## src/rtl/stk_pkg.sv

```systemverilog
package stk_pkg;

    // longest symbol or string body that is kept
    localparam int MAX_LEN = 64;
    localparam int LEN_RAW_W = $clog2(MAX_LEN + 1);
    localparam int LEN_W = (LEN_RAW_W < 2) ? 2 : LEN_RAW_W;

    // result queue
    localparam int FIFO_DEPTH = 4;
    localparam int FIFO_AW = $clog2(FIFO_DEPTH);

    // result kinds
    localparam logic [3:0] K_OPEN    = 4'd0;
    localparam logic [3:0] K_CLOSE   = 4'd1;
    localparam logic [3:0] K_DOT     = 4'd2;
    localparam logic [3:0] K_QUOTE   = 4'd3;
    localparam logic [3:0] K_BQUOTE  = 4'd4;
    localparam logic [3:0] K_COMMA   = 4'd5;
    localparam logic [3:0] K_SYMCHAR = 4'd6;
    localparam logic [3:0] K_STRCHAR = 4'd7;
    localparam logic [3:0] K_NUMBER  = 4'd8;
    localparam logic [3:0] K_SYMEND  = 4'd9;
    localparam logic [3:0] K_NIL     = 4'd10;
    localparam logic [3:0] K_STREND  = 4'd11;
    localparam logic [3:0] K_END     = 4'd12;
    localparam logic [3:0] K_BAD     = 4'd13;
    localparam logic [3:0] K_LONG    = 4'd14;

    // character codes
    localparam logic [7:0] CH_LPAREN = 8'h28;
    localparam logic [7:0] CH_RPAREN = 8'h29;
    localparam logic [7:0] CH_DOT    = 8'h2E;
    localparam logic [7:0] CH_QUOTE  = 8'h27;
    localparam logic [7:0] CH_BQUOTE = 8'h60;
    localparam logic [7:0] CH_COMMA  = 8'h2C;
    localparam logic [7:0] CH_DQUOTE = 8'h22;
    localparam logic [7:0] CH_SEMI   = 8'h3B;
    localparam logic [7:0] CH_SPACE  = 8'h20;
    localparam logic [7:0] CH_TAB    = 8'h09;
    localparam logic [7:0] CH_NL     = 8'h0A;
    localparam logic [7:0] CH_MINUS  = 8'h2D;
    localparam logic [7:0] CH_PLUS   = 8'h2B;
    localparam logic [7:0] CH_ZERO   = 8'h30;
    localparam logic [7:0] CH_NINE   = 8'h39;
    localparam logic [7:0] CH_LC_A   = 8'h61;
    localparam logic [7:0] CH_LC_Z   = 8'h7A;
    localparam logic [7:0] CH_UC_A   = 8'h41;
    localparam logic [7:0] CH_UC_Z   = 8'h5A;
    localparam logic [7:0] CH_LC_N   = 8'h6E;
    localparam logic [7:0] CH_LC_I   = 8'h69;
    localparam logic [7:0] CH_LC_L   = 8'h6C;

    typedef struct packed {
        logic [3:0]         kind;
        logic [7:0]         data_byte;
        logic signed [31:0] number_value;
        logic               last_of_run;
    } stk_result_t;

    // what one input beat produces
    typedef struct packed {
        logic [1:0]  count;
        stk_result_t first;
        stk_result_t second;
    } stk_step_t;

    function automatic logic is_digit(input logic [7:0] c);
        is_digit = (c >= CH_ZERO) && (c <= CH_NINE);
    endfunction

    function automatic logic is_sym(input logic [7:0] c);
        logic hit;
        hit = is_digit(c) || ((c >= CH_LC_A) && (c <= CH_LC_Z))
              || ((c >= CH_UC_A) && (c <= CH_UC_Z));
        case (c)
            8'h21, 8'h40, 8'h23, 8'h24, 8'h25, 8'h5E, 8'h26, 8'h2A, 8'h2D,
            8'h5F, 8'h3D, 8'h2B, 8'h2F, 8'h3F, 8'h3C, 8'h3E, 8'h3A: hit = 1'b1;
            default: ;
        endcase
        is_sym = hit;
    endfunction

    function automatic logic [7:0] nil_char(input logic [1:0] idx);
        case (idx)
            2'd0:    nil_char = CH_LC_N;
            2'd1:    nil_char = CH_LC_I;
            default: nil_char = CH_LC_L;
        endcase
    endfunction

    function automatic stk_result_t mk_result(input logic [3:0] kind,
                                              input logic [7:0] data,
                                              input logic [31:0] value);
        stk_result_t r;
        r.kind         = kind;
        r.data_byte    = data;
        r.number_value = value;
        r.last_of_run  = 1'b0;
        mk_result = r;
    endfunction

endpackage

```

## src/rtl/stk_lexer.sv

```systemverilog
module stk_lexer
    import stk_pkg::*;
(
    input  logic       aclk,
    input  logic       aresetn,
    input  logic       step_en,
    input  logic [7:0] char_in,
    input  logic       end_of_input,
    output stk_step_t  step
);

    typedef enum logic [1:0] {
        MODE_IDLE,
        MODE_SYM,
        MODE_STR,
        MODE_CMT
    } mode_t;

    mode_t            mode_reg, mode_next;
    logic [LEN_W-1:0] len_reg, len_next;
    logic             neg_reg, neg_next;
    logic             all_reg, all_next;
    logic             seen_reg, seen_next;
    logic [31:0]      acc_reg, acc_next;
    logic [1:0]       nil_reg, nil_next;

    // symbol character append, from current state or from a fresh symbol
    logic             start_sel;
    logic [LEN_W-1:0] base_len;
    logic             base_neg, base_all, base_seen;
    logic [31:0]      base_acc;
    logic [1:0]       base_nil;
    logic [LEN_W-1:0] add_len;
    logic             add_neg, add_all, add_seen;
    logic [31:0]      add_acc;
    logic [1:0]       add_nil;

    stk_result_t      cls_res;
    logic             is_s;
    logic             at_limit;

    // idle-mode handling of a byte
    logic             idle_emit;
    stk_result_t      idle_res;
    mode_t            idle_mode;
    logic             idle_start;
    logic             idle_len_clr;

    logic             pre_v, main_v;
    stk_result_t      pre_res, main_res;
    logic             take_add;

    always_comb begin
        start_sel = (mode_reg != MODE_SYM);
        base_len  = start_sel ? '0 : len_reg;
        base_neg  = start_sel ? 1'b0 : neg_reg;
        base_all  = start_sel ? 1'b1 : all_reg;
        base_seen = start_sel ? 1'b0 : seen_reg;
        base_acc  = start_sel ? 32'd0 : acc_reg;
        base_nil  = start_sel ? 2'd0 : nil_reg;

        add_neg  = base_neg;
        add_all  = base_all;
        add_seen = base_seen;
        add_acc  = base_acc;
        if (is_digit(char_in)) begin
            add_acc  = (base_acc << 3) + (base_acc << 1)
                       + {24'd0, char_in - CH_ZERO};
            add_seen = 1'b1;
        end else if (base_len == '0 && (char_in == CH_MINUS || char_in == CH_PLUS)) begin
            add_neg = (char_in == CH_MINUS);
        end else begin
            add_all = 1'b0;
        end
        add_nil = base_nil;
        if (base_len < LEN_W'(3) && base_nil == base_len[1:0]
            && char_in == nil_char(base_len[1:0])) begin
            add_nil = base_nil + 2'd1;
        end
        add_len = base_len + LEN_W'(1);
    end

    // classification of the finished symbol
    always_comb begin
        if (len_reg == LEN_W'(3) && nil_reg == 2'd3) begin
            cls_res = mk_result(K_NIL, 8'd0, 32'd0);
        end else if (all_reg && seen_reg) begin
            cls_res = mk_result(K_NUMBER, 8'd0, neg_reg ? (32'd0 - acc_reg) : acc_reg);
        end else begin
            cls_res = mk_result(K_SYMEND, 8'd0, 32'd0);
        end
    end

    always_comb begin
        is_s         = is_sym(char_in);
        idle_emit    = 1'b1;
        idle_res     = mk_result(K_BAD, char_in, 32'd0);
        idle_mode    = MODE_IDLE;
        idle_start   = 1'b0;
        idle_len_clr = 1'b0;
        case (char_in)
            CH_LPAREN: idle_res = mk_result(K_OPEN, 8'd0, 32'd0);
            CH_RPAREN: idle_res = mk_result(K_CLOSE, 8'd0, 32'd0);
            CH_DOT:    idle_res = mk_result(K_DOT, 8'd0, 32'd0);
            CH_QUOTE:  idle_res = mk_result(K_QUOTE, 8'd0, 32'd0);
            CH_BQUOTE: idle_res = mk_result(K_BQUOTE, 8'd0, 32'd0);
            CH_COMMA:  idle_res = mk_result(K_COMMA, 8'd0, 32'd0);
            CH_DQUOTE: begin
                idle_emit    = 1'b0;
                idle_mode    = MODE_STR;
                idle_len_clr = 1'b1;
            end
            CH_SEMI: begin
                idle_emit = 1'b0;
                idle_mode = MODE_CMT;
            end
            CH_SPACE, CH_TAB, CH_NL: idle_emit = 1'b0;
            default: begin
                if (is_s) begin
                    idle_res   = mk_result(K_SYMCHAR, char_in, 32'd0);
                    idle_mode  = MODE_SYM;
                    idle_start = 1'b1;
                end
            end
        endcase
    end

    always_comb begin
        at_limit  = (len_reg >= LEN_W'(MAX_LEN));
        mode_next = mode_reg;
        len_next  = len_reg;
        take_add  = 1'b0;
        pre_v     = 1'b0;
        pre_res   = cls_res;
        main_v    = 1'b0;
        main_res  = mk_result(K_END, 8'd0, 32'd0);

        if (end_of_input) begin
            if (mode_reg == MODE_SYM) begin
                pre_v = 1'b1;
            end else if (mode_reg == MODE_STR) begin
                pre_v   = 1'b1;
                pre_res = mk_result(K_LONG, 8'd0, 32'd0);
            end
            main_v    = 1'b1;
            mode_next = MODE_IDLE;
            len_next  = '0;
        end else begin
            unique case (mode_reg)
                MODE_SYM: begin
                    if (is_s) begin
                        main_v = 1'b1;
                        if (at_limit) begin
                            main_res  = mk_result(K_LONG, 8'd0, 32'd0);
                            mode_next = MODE_IDLE;
                            len_next  = '0;
                        end else begin
                            main_res = mk_result(K_SYMCHAR, char_in, 32'd0);
                            take_add = 1'b1;
                        end
                    end else begin
                        // the ending byte is lexed again as in idle mode
                        pre_v     = 1'b1;
                        main_v    = idle_emit;
                        main_res  = idle_res;
                        mode_next = idle_mode;
                        if (idle_len_clr) begin
                            len_next = '0;
                        end
                    end
                end
                MODE_STR: begin
                    main_v   = 1'b1;
                    if (char_in == CH_DQUOTE) begin
                        main_res  = mk_result(K_STREND, 8'd0, 32'd0);
                        mode_next = MODE_IDLE;
                        len_next  = '0;
                    end else if (at_limit) begin
                        main_res  = mk_result(K_LONG, 8'd0, 32'd0);
                        mode_next = MODE_IDLE;
                        len_next  = '0;
                    end else begin
                        main_res = mk_result(K_STRCHAR, char_in, 32'd0);
                        len_next = len_reg + LEN_W'(1);
                    end
                end
                MODE_CMT: begin
                    if (char_in == CH_NL) begin
                        mode_next = MODE_IDLE;
                    end
                end
                MODE_IDLE: begin
                    main_v    = idle_emit;
                    main_res  = idle_res;
                    mode_next = idle_mode;
                    take_add  = idle_start;
                    if (idle_len_clr) begin
                        len_next = '0;
                    end
                end
                default: ;
            endcase
        end

        if (take_add) begin
            len_next = add_len;
        end
        neg_next  = take_add ? add_neg  : neg_reg;
        all_next  = take_add ? add_all  : all_reg;
        seen_next = take_add ? add_seen : seen_reg;
        acc_next  = take_add ? add_acc  : acc_reg;
        nil_next  = take_add ? add_nil  : nil_reg;
    end

    // pack results in order, final one flagged
    always_comb begin
        step.count  = {1'b0, pre_v} + {1'b0, main_v};
        step.first  = pre_v ? pre_res : main_res;
        step.second = main_res;
        step.first.last_of_run  = !(pre_v && main_v);
        step.second.last_of_run = 1'b1;
    end

    always_ff @(posedge aclk) begin
        if (!aresetn) begin
            mode_reg <= MODE_IDLE;
            len_reg  <= '0;
            neg_reg  <= 1'b0;
            all_reg  <= 1'b1;
            seen_reg <= 1'b0;
            acc_reg  <= 32'd0;
            nil_reg  <= 2'd0;
        end else if (step_en) begin
            mode_reg <= mode_next;
            len_reg  <= len_next;
            neg_reg  <= neg_next;
            all_reg  <= all_next;
            seen_reg <= seen_next;
            acc_reg  <= acc_next;
            nil_reg  <= nil_next;
        end
    end

endmodule

```

## src/rtl/stk_result_fifo.sv

```systemverilog
module stk_result_fifo
    import stk_pkg::*;
(
    input  logic        aclk,
    input  logic        aresetn,
    input  logic        push_en,
    input  stk_step_t   push_step,
    input  logic        pop,
    output logic        out_valid,
    output stk_result_t head,
    output logic        room
);

    stk_result_t        mem_reg [FIFO_DEPTH];
    logic [FIFO_AW-1:0] wr_ptr_reg, rd_ptr_reg;
    logic [FIFO_AW:0]   count_reg;
    logic [1:0]         push_n;
    logic               pop_do;
    logic [FIFO_AW-1:0] wr_ptr_b;

    assign push_n    = push_en ? push_step.count : 2'd0;
    assign out_valid = (count_reg != '0);
    assign pop_do    = pop && out_valid;
    assign head      = mem_reg[rd_ptr_reg];
    // space for the two results one beat can cause
    assign room      = (count_reg <= (FIFO_AW + 1)'(FIFO_DEPTH - 2));
    assign wr_ptr_b  = wr_ptr_reg + FIFO_AW'(1);

    always_ff @(posedge aclk) begin
        if (push_n != 2'd0) begin
            mem_reg[wr_ptr_reg] <= push_step.first;
        end
        if (push_n == 2'd2) begin
            mem_reg[wr_ptr_b] <= push_step.second;
        end
    end

    always_ff @(posedge aclk) begin
        if (!aresetn) begin
            wr_ptr_reg <= '0;
            rd_ptr_reg <= '0;
            count_reg  <= '0;
        end else begin
            wr_ptr_reg <= wr_ptr_reg + FIFO_AW'(push_n);
            if (pop_do) begin
                rd_ptr_reg <= rd_ptr_reg + FIFO_AW'(1);
            end
            count_reg <= count_reg + (FIFO_AW + 1)'(push_n)
                         - (FIFO_AW + 1)'(pop_do);
        end
    end

endmodule

```

## src/rtl/sexpr_tokenizer_core.sv

```systemverilog
// s-expression lexer, one character beat in, zero to two token beats out
// path: a beat accepted into the input register is lexed once the result queue
//   has room, and its results reach m_ from the head of that queue
// throughput: one input beat per cycle while each causes at most one result and
//   m_ready keeps the queue from filling; a beat with two results leaves as two beats of the single-result output port
// reset: aresetn synchronous active low; lexer returns to idle, queue empties
module sexpr_tokenizer_core
    import stk_pkg::*;
(
    input  logic               aclk,
    input  logic               aresetn,
    input  logic               s_valid,
    output logic               s_ready,
    input  logic [7:0]         s_char_in,
    input  logic               s_end_of_input,
    output logic               m_valid,
    input  logic               m_ready,
    output logic [3:0]         m_kind,
    output logic [7:0]         m_data_byte,
    output logic signed [31:0] m_number_value,
    output logic               m_last_of_run
);

    // input register holding one beat
    logic        in_valid_reg;
    logic [7:0]  char_reg;
    logic        eoi_reg;

    logic        step_en;
    logic        room;
    stk_step_t   step;
    stk_result_t head;

    // lex the held beat once the queue can take both possible results
    assign step_en = in_valid_reg && room;
    assign s_ready = !in_valid_reg || step_en;

    always_ff @(posedge aclk) begin
        if (!aresetn) begin
            in_valid_reg <= 1'b0;
        end else if (s_ready) begin
            in_valid_reg <= s_valid;
        end
    end

    // payload needs no reset
    always_ff @(posedge aclk) begin
        if (s_valid && s_ready) begin
            char_reg <= s_char_in;
            eoi_reg  <= s_end_of_input;
        end
    end

    // mode, symbol length, sign, digit flags, value and nil match
    stk_lexer u_lexer (
        .aclk         (aclk),
        .aresetn      (aresetn),
        .step_en      (step_en),
        .char_in      (char_reg),
        .end_of_input (eoi_reg),
        .step         (step)
    );

    // small result queue, also decouples m_ready from the input side
    stk_result_fifo u_fifo (
        .aclk      (aclk),
        .aresetn   (aresetn),
        .push_en   (step_en),
        .push_step (step),
        .pop       (m_ready),
        .out_valid (m_valid),
        .head      (head),
        .room      (room)
    );

    assign m_kind         = head.kind;
    assign m_data_byte    = head.data_byte;
    assign m_number_value = head.number_value;
    assign m_last_of_run  = head.last_of_run;

`ifndef SYNTH
    // a held beat that is not lexed stays held
    a_hold_beat: assert property (@(posedge aclk) disable iff (!aresetn)
        (in_valid_reg && !step_en) |=> in_valid_reg)
        else $error("held input beat lost");

    // end of stream always closes a run
    a_end_last: assert property (@(posedge aclk) disable iff (!aresetn)
        (m_valid && m_kind == K_END) |-> m_last_of_run)
        else $error("end token not last of run");

    // only a classification or an abandon mark can lead a two-result run
    a_lead_kind: assert property (@(posedge aclk) disable iff (!aresetn)
        (m_valid && !m_last_of_run) |->
        (m_kind == K_NUMBER || m_kind == K_SYMEND || m_kind == K_NIL
         || m_kind == K_LONG))
        else $error("unexpected leading result");

    // number value only carried on number tokens
    a_value_zero: assert property (@(posedge aclk) disable iff (!aresetn)
        (m_valid && m_kind != K_NUMBER) |-> (m_number_value == 32'sd0))
        else $error("stray number value");
`endif

endmodule

```

## config.mk

```make
export PLATFORM = sky130hd
export DESIGN_NAME = sexpr_tokenizer_core
export DESIGN_NICKNAME = d
export VERILOG_FILES = /design/src/rtl/stk_pkg.sv /design/src/rtl/stk_lexer.sv /design/src/rtl/stk_result_fifo.sv /design/src/rtl/sexpr_tokenizer_core.sv
export SDC_FILE = /design/constraint.sdc
export NUM_CORES = 1
export LEC_CHECK = 0
export ABC_AREA = 1
export ABC_CLOCK_PERIOD_IN_PS = 3950
export BUFFER_PORTS_ARGS = -buffer_cell sky130_fd_sc_hd__buf_4
export CORE_MARGIN = 1
export CORE_UTILIZATION = 45
export CTS_CLUSTER_DIAMETER = 150
export CTS_CLUSTER_SIZE = 8
export DETAILED_ROUTE_END_ITERATION = 16
export SYNTH_ARGS = -nofsm -noshare
export SYNTH_HDL_FRONTEND = slang
export SYNTH_SLANG_ARGS = --single-unit
```

## constraint.sdc

```tcl
create_clock -name aclk -period 3.95 [get_ports aclk]
set_input_delay 0.1975 -clock aclk [delete_from_list [all_inputs] [get_ports aclk]]
set_output_delay 0.1975 -clock aclk [all_outputs]
set_load 0.1 [all_outputs]
```

# Word level (Yosys, flattened, before mapping)
# Memory sizes are Yosys's and may differ from the RTL's. A register that Yosys moved wholly into a read port is not among the register bits.
# Index checks and enable logic that the tools add are counted.
# W data, S select, Z words.
totals:
  register_bits: 63
  ramBits: 180
  elab_cells: 179
  out_inout_bits: 47
  n_memories: 1
op_classes:
  n_eq_ne: 40
  add_sub_neg: 13
  n_lt_le_gt_ge: 9
  n_reduce_logical: 33
  n_mux: 69
mem_list:
  columns: ["name", "words", "word_bits", "read_ports", "rd_ports_with_merged_regs", "write_ports", "line_no", "source"]
  rows:
  - ["u_fifo.mem_reg", 4, 45, 1, 1, 2, "stk_result_fifo.sv:14", "stk_result_t mem_reg [FIFO_DEPTH];"]
ops:
  columns: ["cell", "n"]
  rows:
  - ["$mux W45", 11]
  - ["$pmux W45 S7", 1]
  - ["$eq A8 B6 Y1 const B", 22]
  - ["$pmux W45 S3", 1]
  - ["$mux W32", 3]
  - ["$mux W7", 8]
  - ["$mux W42", 1]
  - ["$add A32 B32 Y32", 1]
  - ["$add A32 B8 Y32", 1]
  - ["$eq A8 B7 Y1 const B", 4]
  - ["$sub A1 B32 Y32 const A", 1]
  - ["$mux W1", 28]
  - ["$pmux W7 S3", 1]
  - ["$mux W2", 10]
  - ["$reduce_or A17 Y1", 1]
  - ["$eq A8 B4 Y1 const B", 2]
  - ["$ge A8 B7 Y1 const B", 2]
  - ["$le A8 B7 Y1 const B", 2]
  - ["$add A7 B1 Y7 const B", 2]
  - ["$logic_and A1 B1 Y1", 12]
  - ["$reduce_or A11 Y1", 1]
  - ["$reduce_or A9 Y1", 1]
  - ["$eq A2 B2 Y1 const B", 4]
  - ["$eq A8 B7 Y1", 1]
  - ["other kinds (32)", 43]

# Logic depth before layout (Yosys ltp)
depth:
  word_depth: 13
  ltp_mapped: 26
  depth_no_buf: 25

# Modules after synthesis
# Synthesis repeated with hierarchy kept, for this count alone.
unflattened:
  hier_cells: 2267
  hier_area_um2: 17772.0
by_module_without_submodules:
  columns: ["module", "area_per_inst_um2", "seq_area_each_um2", "n_inst", "cells_per_inst"]
  rows:
  - ["stk_result_fifo", 10002.1, 5585.4, 1, 953]
  - ["stk_lexer", 7440.9, 920.9, 1, 1296]
  - ["sexpr_tokenizer_core", 329.1, 290.3, 1, 18]

# Least setup slack after synthesis
# No wires, ideal clock.
synth_path:
  path_kind: "register to register"
  start: "register u_lexer.mode_reg[1]"
  end: "register u_lexer.acc_reg[23]"
  setup_slack_ns: 0.036
  period_less_slack_ns: 3.914
  arrival_ns: 3.796
  setup_time_ns: 0.117
  path_stages_with_launch: 23
  cell_sequence: "dfxtp_1 -> inv_1 -> ha_1 -> clkbuf_1 -> clkbuf_1 -> clkbuf_1 -> clkbuf_1 -> nand2_1 -> fa_1 -> inv_1 -> ha_1 -> nand3_1 -> nand3_1 -> nand2_1 -> nand2_1 -> nand3_1 -> nand2_1 -> a21oi_1 -> o21ai_0 -> o21ai_0 -> nor2_1 -> nor2_1 -> nor2_1"
synth_via:
  elab_chain_cells: 5
  word_cells_on_any_way: 10
synth_lines:
  columns: ["item", "line_no", "source"]
  rows:
  - ["start, declared", "stk_lexer.sv:19", "mode_t mode_reg, mode_next;"]
  - ["start signal, assigned", "stk_lexer.sv:234", "mode_reg <= mode_next;"]
  - ["$ne A2 B1 Y1", "stk_lexer.sv:54", "start_sel = (mode_reg != MODE_SYM);"]
  - ["$mux W32", "stk_lexer.sv:59", "base_acc = start_sel ? 32'd0 : acc_reg;"]
  - ["$add A32 B32 Y32", "stk_lexer.sv:67", "add_acc = (base_acc << 3) + (base_acc << 1)"]
  - ["$add A32 B8 Y32", "stk_lexer.sv:68", "+ {24'd0, char_in - CH_ZERO};"]
  - ["$mux W32", "stk_lexer.sv:66", "if (is_digit(char_in)) begin"]
  - ["end signal, assigned", "stk_lexer.sv:239", "acc_reg <= acc_next;"]
  - ["end, declared", "stk_lexer.sv:24", "logic [31:0] acc_reg, acc_next;"]
# Parallel ways exist; a longest one is shown, timed or not. The select of a mux whose other input is x is not followed.
# A chain may end at the register's enable or synchronous reset.

# Worst setup path in the final report
layout_path:
  start: "register u_lexer.mode_reg[1]"
  end: "register u_lexer.acc_reg[18]"
# The elaborated chain is that of the path after synthesis.

==> out/summary.txt <==
Filler cells = 3,271
Routed WL per cell = 16.8 um
cell count after synthesis = 2,162
Mapped Avg Cell Area = 6.94 um^2
GR peak layer = met2
CTS tree = done
Post-Route Utilization = 52.0%
RSZ-0062 raised after global routing = no
Remaining Overflow, GRT = 0
GRT Total Usage = 26.4%
area taken by multi-input logic gates = 8380 um^2
Sequential cell area = 5480 um^2
cell area power density = 540 nW/um^2
met3 Use GR = 2.67%
Combinational Power Share = 39.1%
Sw Ratio = 44.0%
worst hold margin = 0.0879 ns
number of clock sinks = 245
Max stage delay on crit path = 0.37 ns
grt met2 use = 42.1%
worst vdd ir = 0.420 mV
Synth-to-Final Area Change = 13.5%
WP depth = 15
Max Cap Viol = 0
post-synthesis sequential area ratio = 36.5%
num ports = 60
minimum clock period = 3.60 ns
Hold WC Path Type = in -> reg
routing usage on met1 = 37.3%
Clock power frac = 30.2%
status = finished clean
fin nets = 2,313
via count = 14,300
Setup-failing EPs final = 0
clock skew = 0.0187 ns
slowest stage cell, crit path = dfxtp_1
largest net degree at the start of global routing = 91
starting density of the core = 45.9%
Netlist cell types = 55
Ant. Diodes = 0
area of the core = 32,700 um^2
Max Slew Vio Count = 0
initial antenna violation count = 0
layout cell share with drive strength beyond 1 = 10.4%
Hold Vio Cnt, Final = 0
Setup crit end kind = flip-flop
worst slew pin tran = 0.941 ns
worst-path cell chain = inv_1 > ha_2 > buf_4 > nand2_1 > inv_1 > ha_1 > ha_1 > a21oi_1 > a21boi_0 > nand3_1 > a21oi_1 > xor2_1 > nor2_1 > nor3_1 > nor2_1
FF-to-FF path depth = 15
PortBufs = 59
share of flip-flops with an asynchronous set or reset after synthesis = 0%
Root Driver = clkbuf_16
GPL Wtd Cong = 0.964
syn nets = 2,256
prevailing post-synth register cell = dfxtp_1
top cell type's share of synthesized area = 25.1%
ANT nets after route = 0
Internal Power = 5.15 mW
insertion delay to the later sink of the worst-skew pair = 0.53 ns
Post-synth EDFFs = 57
Max Freq = 278 MHz
Leak = 7.78 nW
global-route wire length before repair = 71,000 um
ranking of synthesized cells by area = dfxtp_1 25%, nand2_1 14%, edfxtp_1 11%, nor2_1 7.0%, o21ai_0 6.6%
DRT Pass-1 Iters = 6
Max clock buf depth = 3
vias per cell = 5.37
Reg clk slew, reported paths = 0.05 ns
WP data required = 4.36 ns
Die Area = 34,100 um^2
Synth area leader = dfxtp_1
Worst EP arrival = 4.00 ns
CTS Buf Count = 36
post-route DRC violation count = 0
die span in x = 185 um
1st-iter DRT viols = 1,230
Psw = 4.05 mW
synthesized flop and latch total = 245
Crit Path Class = reg -> reg
drt total wl = 44,800 um
max reg flops = 180
Die H = 185 um
Synth warnings = 0
hpwl dp = 31,600 um
relative slew slack = 37.2%
Reg power frac = 30.7%
WHS Path Cells = 2
type of origin of the critical path = flip-flop
crit-path leading delay family = adder cells
Post-Synthesis Cell Area = 15,000 um^2
vias in the first global route = 13,300
CP Buf/Inv Count = 3
Fin Setup TNS = 0 ns
critical path fanouts, max = 24
fin crit share = 91.0%
row count = 66
H-tree depth = 2
-- metrics by stage --
stage	worst slack, ns	cell area [um^2]	power, mW	instances
after global placement	0.295	15900	6.43	2609
after global routing	0.0196	17000	9.57	2673
after floorplan	0.0365	15000	5.60	2162
after detailed placement	0.327	15900	6.45	2609
after CTS	0.294	17000	9.24	2669
final	0.354	17000	9.20	2673
-- area by class of cell --
cell class | instances | area share [%]
clock buffer | 46 | 5.51
multi-input combinational | 1629 | 49.3
inverter | 194 | 4.28
timing repair buffer | 113 | 5.23
clock inverter | 4 | 0.294
tap | 442 | 3.25
sequential | 245 | 32.2
-- kinds of logic (layout without fill, tap and decap cells) --
logic type | Yosys count | in the layout | share of synthesized area, %
flip-flops | 245 | 245 | 36.5
AO/OA/AOI/OAI | 463 | 463 | 16.8
XOR/XNOR | 51 | 51 | 2.98
buffers and inverters | 288 | 357 | 7.72
AND/OR/NAND/NOR | 1034 | 1034 | 28.9
adder cells (fa/ha/maj) | 81 | 81 | 7.11
-- layer usage --
| metal | up-vias | wire (um) |
|---|---|---|
| met1 | 6606 | 21200 |
| met2 | 447 | 19900 |
| met4 | 0 | 1110 |
| met3 | 72 | 2560 |
| li1 | 7219 | - |
| met5 | - | 0 |
-- Yosys cell counts, types with 4 or more instances --
| cell | instances |
|---|---|
| edfxtp_1 | 57 |
| xnor2_1 | 14 |
| buf_4 | 9 |
| o21ai_1 | 79 |
| nor2_2 | 16 |
| dfxtp_1 | 188 |
| buf_1 | 4 |
| a21oi_1 | 94 |
| nor4_1 | 6 |
| nor2_4 | 4 |
| clkbuf_1 | 72 |
| inv_1 | 175 |
| or2_2 | 11 |
| a21oi_2 | 10 |
| buf_6 | 5 |
| nor3_1 | 22 |
| o21ai_2 | 5 |
| fa_1 | 7 |
| o21ai_0 | 199 |
| nand3_1 | 106 |
| nand2_2 | 6 |
| o21bai_1 | 5 |
| buf_2 | 4 |
| nand2_1 | 551 |
| inv_2 | 16 |
| ha_1 | 74 |
| o22ai_1 | 49 |
| nor2_1 | 278 |
| xor2_1 | 37 |
| nand4_1 | 16 |
-- worst reg2reg max path, cell delays in order, from the launching register on --
cell,delay [ns]
dfxtp_1,0.37
inv_1,0.15
ha_2,0.31
buf_4,0.31
nand2_1,0.15
inv_1,0.11
ha_1,0.23
ha_1,0.36
a21oi_1,0.20
a21boi_0,0.27
nand3_1,0.23
a21oi_1,0.28
xor2_1,0.19
nor2_1,0.06
nor3_1,0.21
nor2_1,0.06
-- repair_timing --
item	in CTS	in global routing
endpoints found under the setup margin	0	77
setup buffers	0	4
hold buffers	10	0
gates resized for setup	0	4
endpoints found under the hold margin	10	0
-- placed cells by master (no fill, tap or decap), types with 5 or more instances in the layout --
master	netlist	routed
xnor2_1	14	14
nand2_1	551	551
o21ai_2	5	5
or2_2	11	11
nor2_1	278	275
dlygate4sd3_1	0	10
nand2_2	6	6
inv_2	16	16
dfxtp_1	188	187
o21ai_1	79	80
nand4_1	16	16
fa_1	7	7
clkbuf_16	0	36
nor2_2	16	19
buf_4	9	101
inv_1	175	175
nor3_1	22	22
nor4_1	6	6
clkbuf_1	72	10
a21oi_1	94	94
ha_1	74	73
o21bai_1	5	5
nand3_1	106	106
o22ai_1	49	49
edfxtp_1	57	57
xor2_1	37	37
o21ai_0	199	198
a21oi_2	10	10
-- power by group through the flow --
stage	clock [mW]	combinational, mW	sequential, mW
after global placement	0	3.57	2.87
after floorplan	0	2.78	2.82
final	2.78	3.59	2.83
after global routing	2.91	3.82	2.84
after CTS	2.83	3.59	2.82
after detailed placement	0	3.58	2.87
-- worst paths after layout --
kind / start / end / slack (ns)
worst max-delay path: u_lexer.mode_reg[1] / u_lexer.acc_reg[18] / 0.35
worst min-delay path: aresetn / u_lexer.all_reg / 0.09
worst max register to register: u_lexer.mode_reg[1] / u_lexer.acc_reg[18] / 0.35
worst min register to register: u_fifo.mem_reg[1][31] / u_fifo.mem_reg[1][31] / 0.45
(Power assumes the default switching activity.)
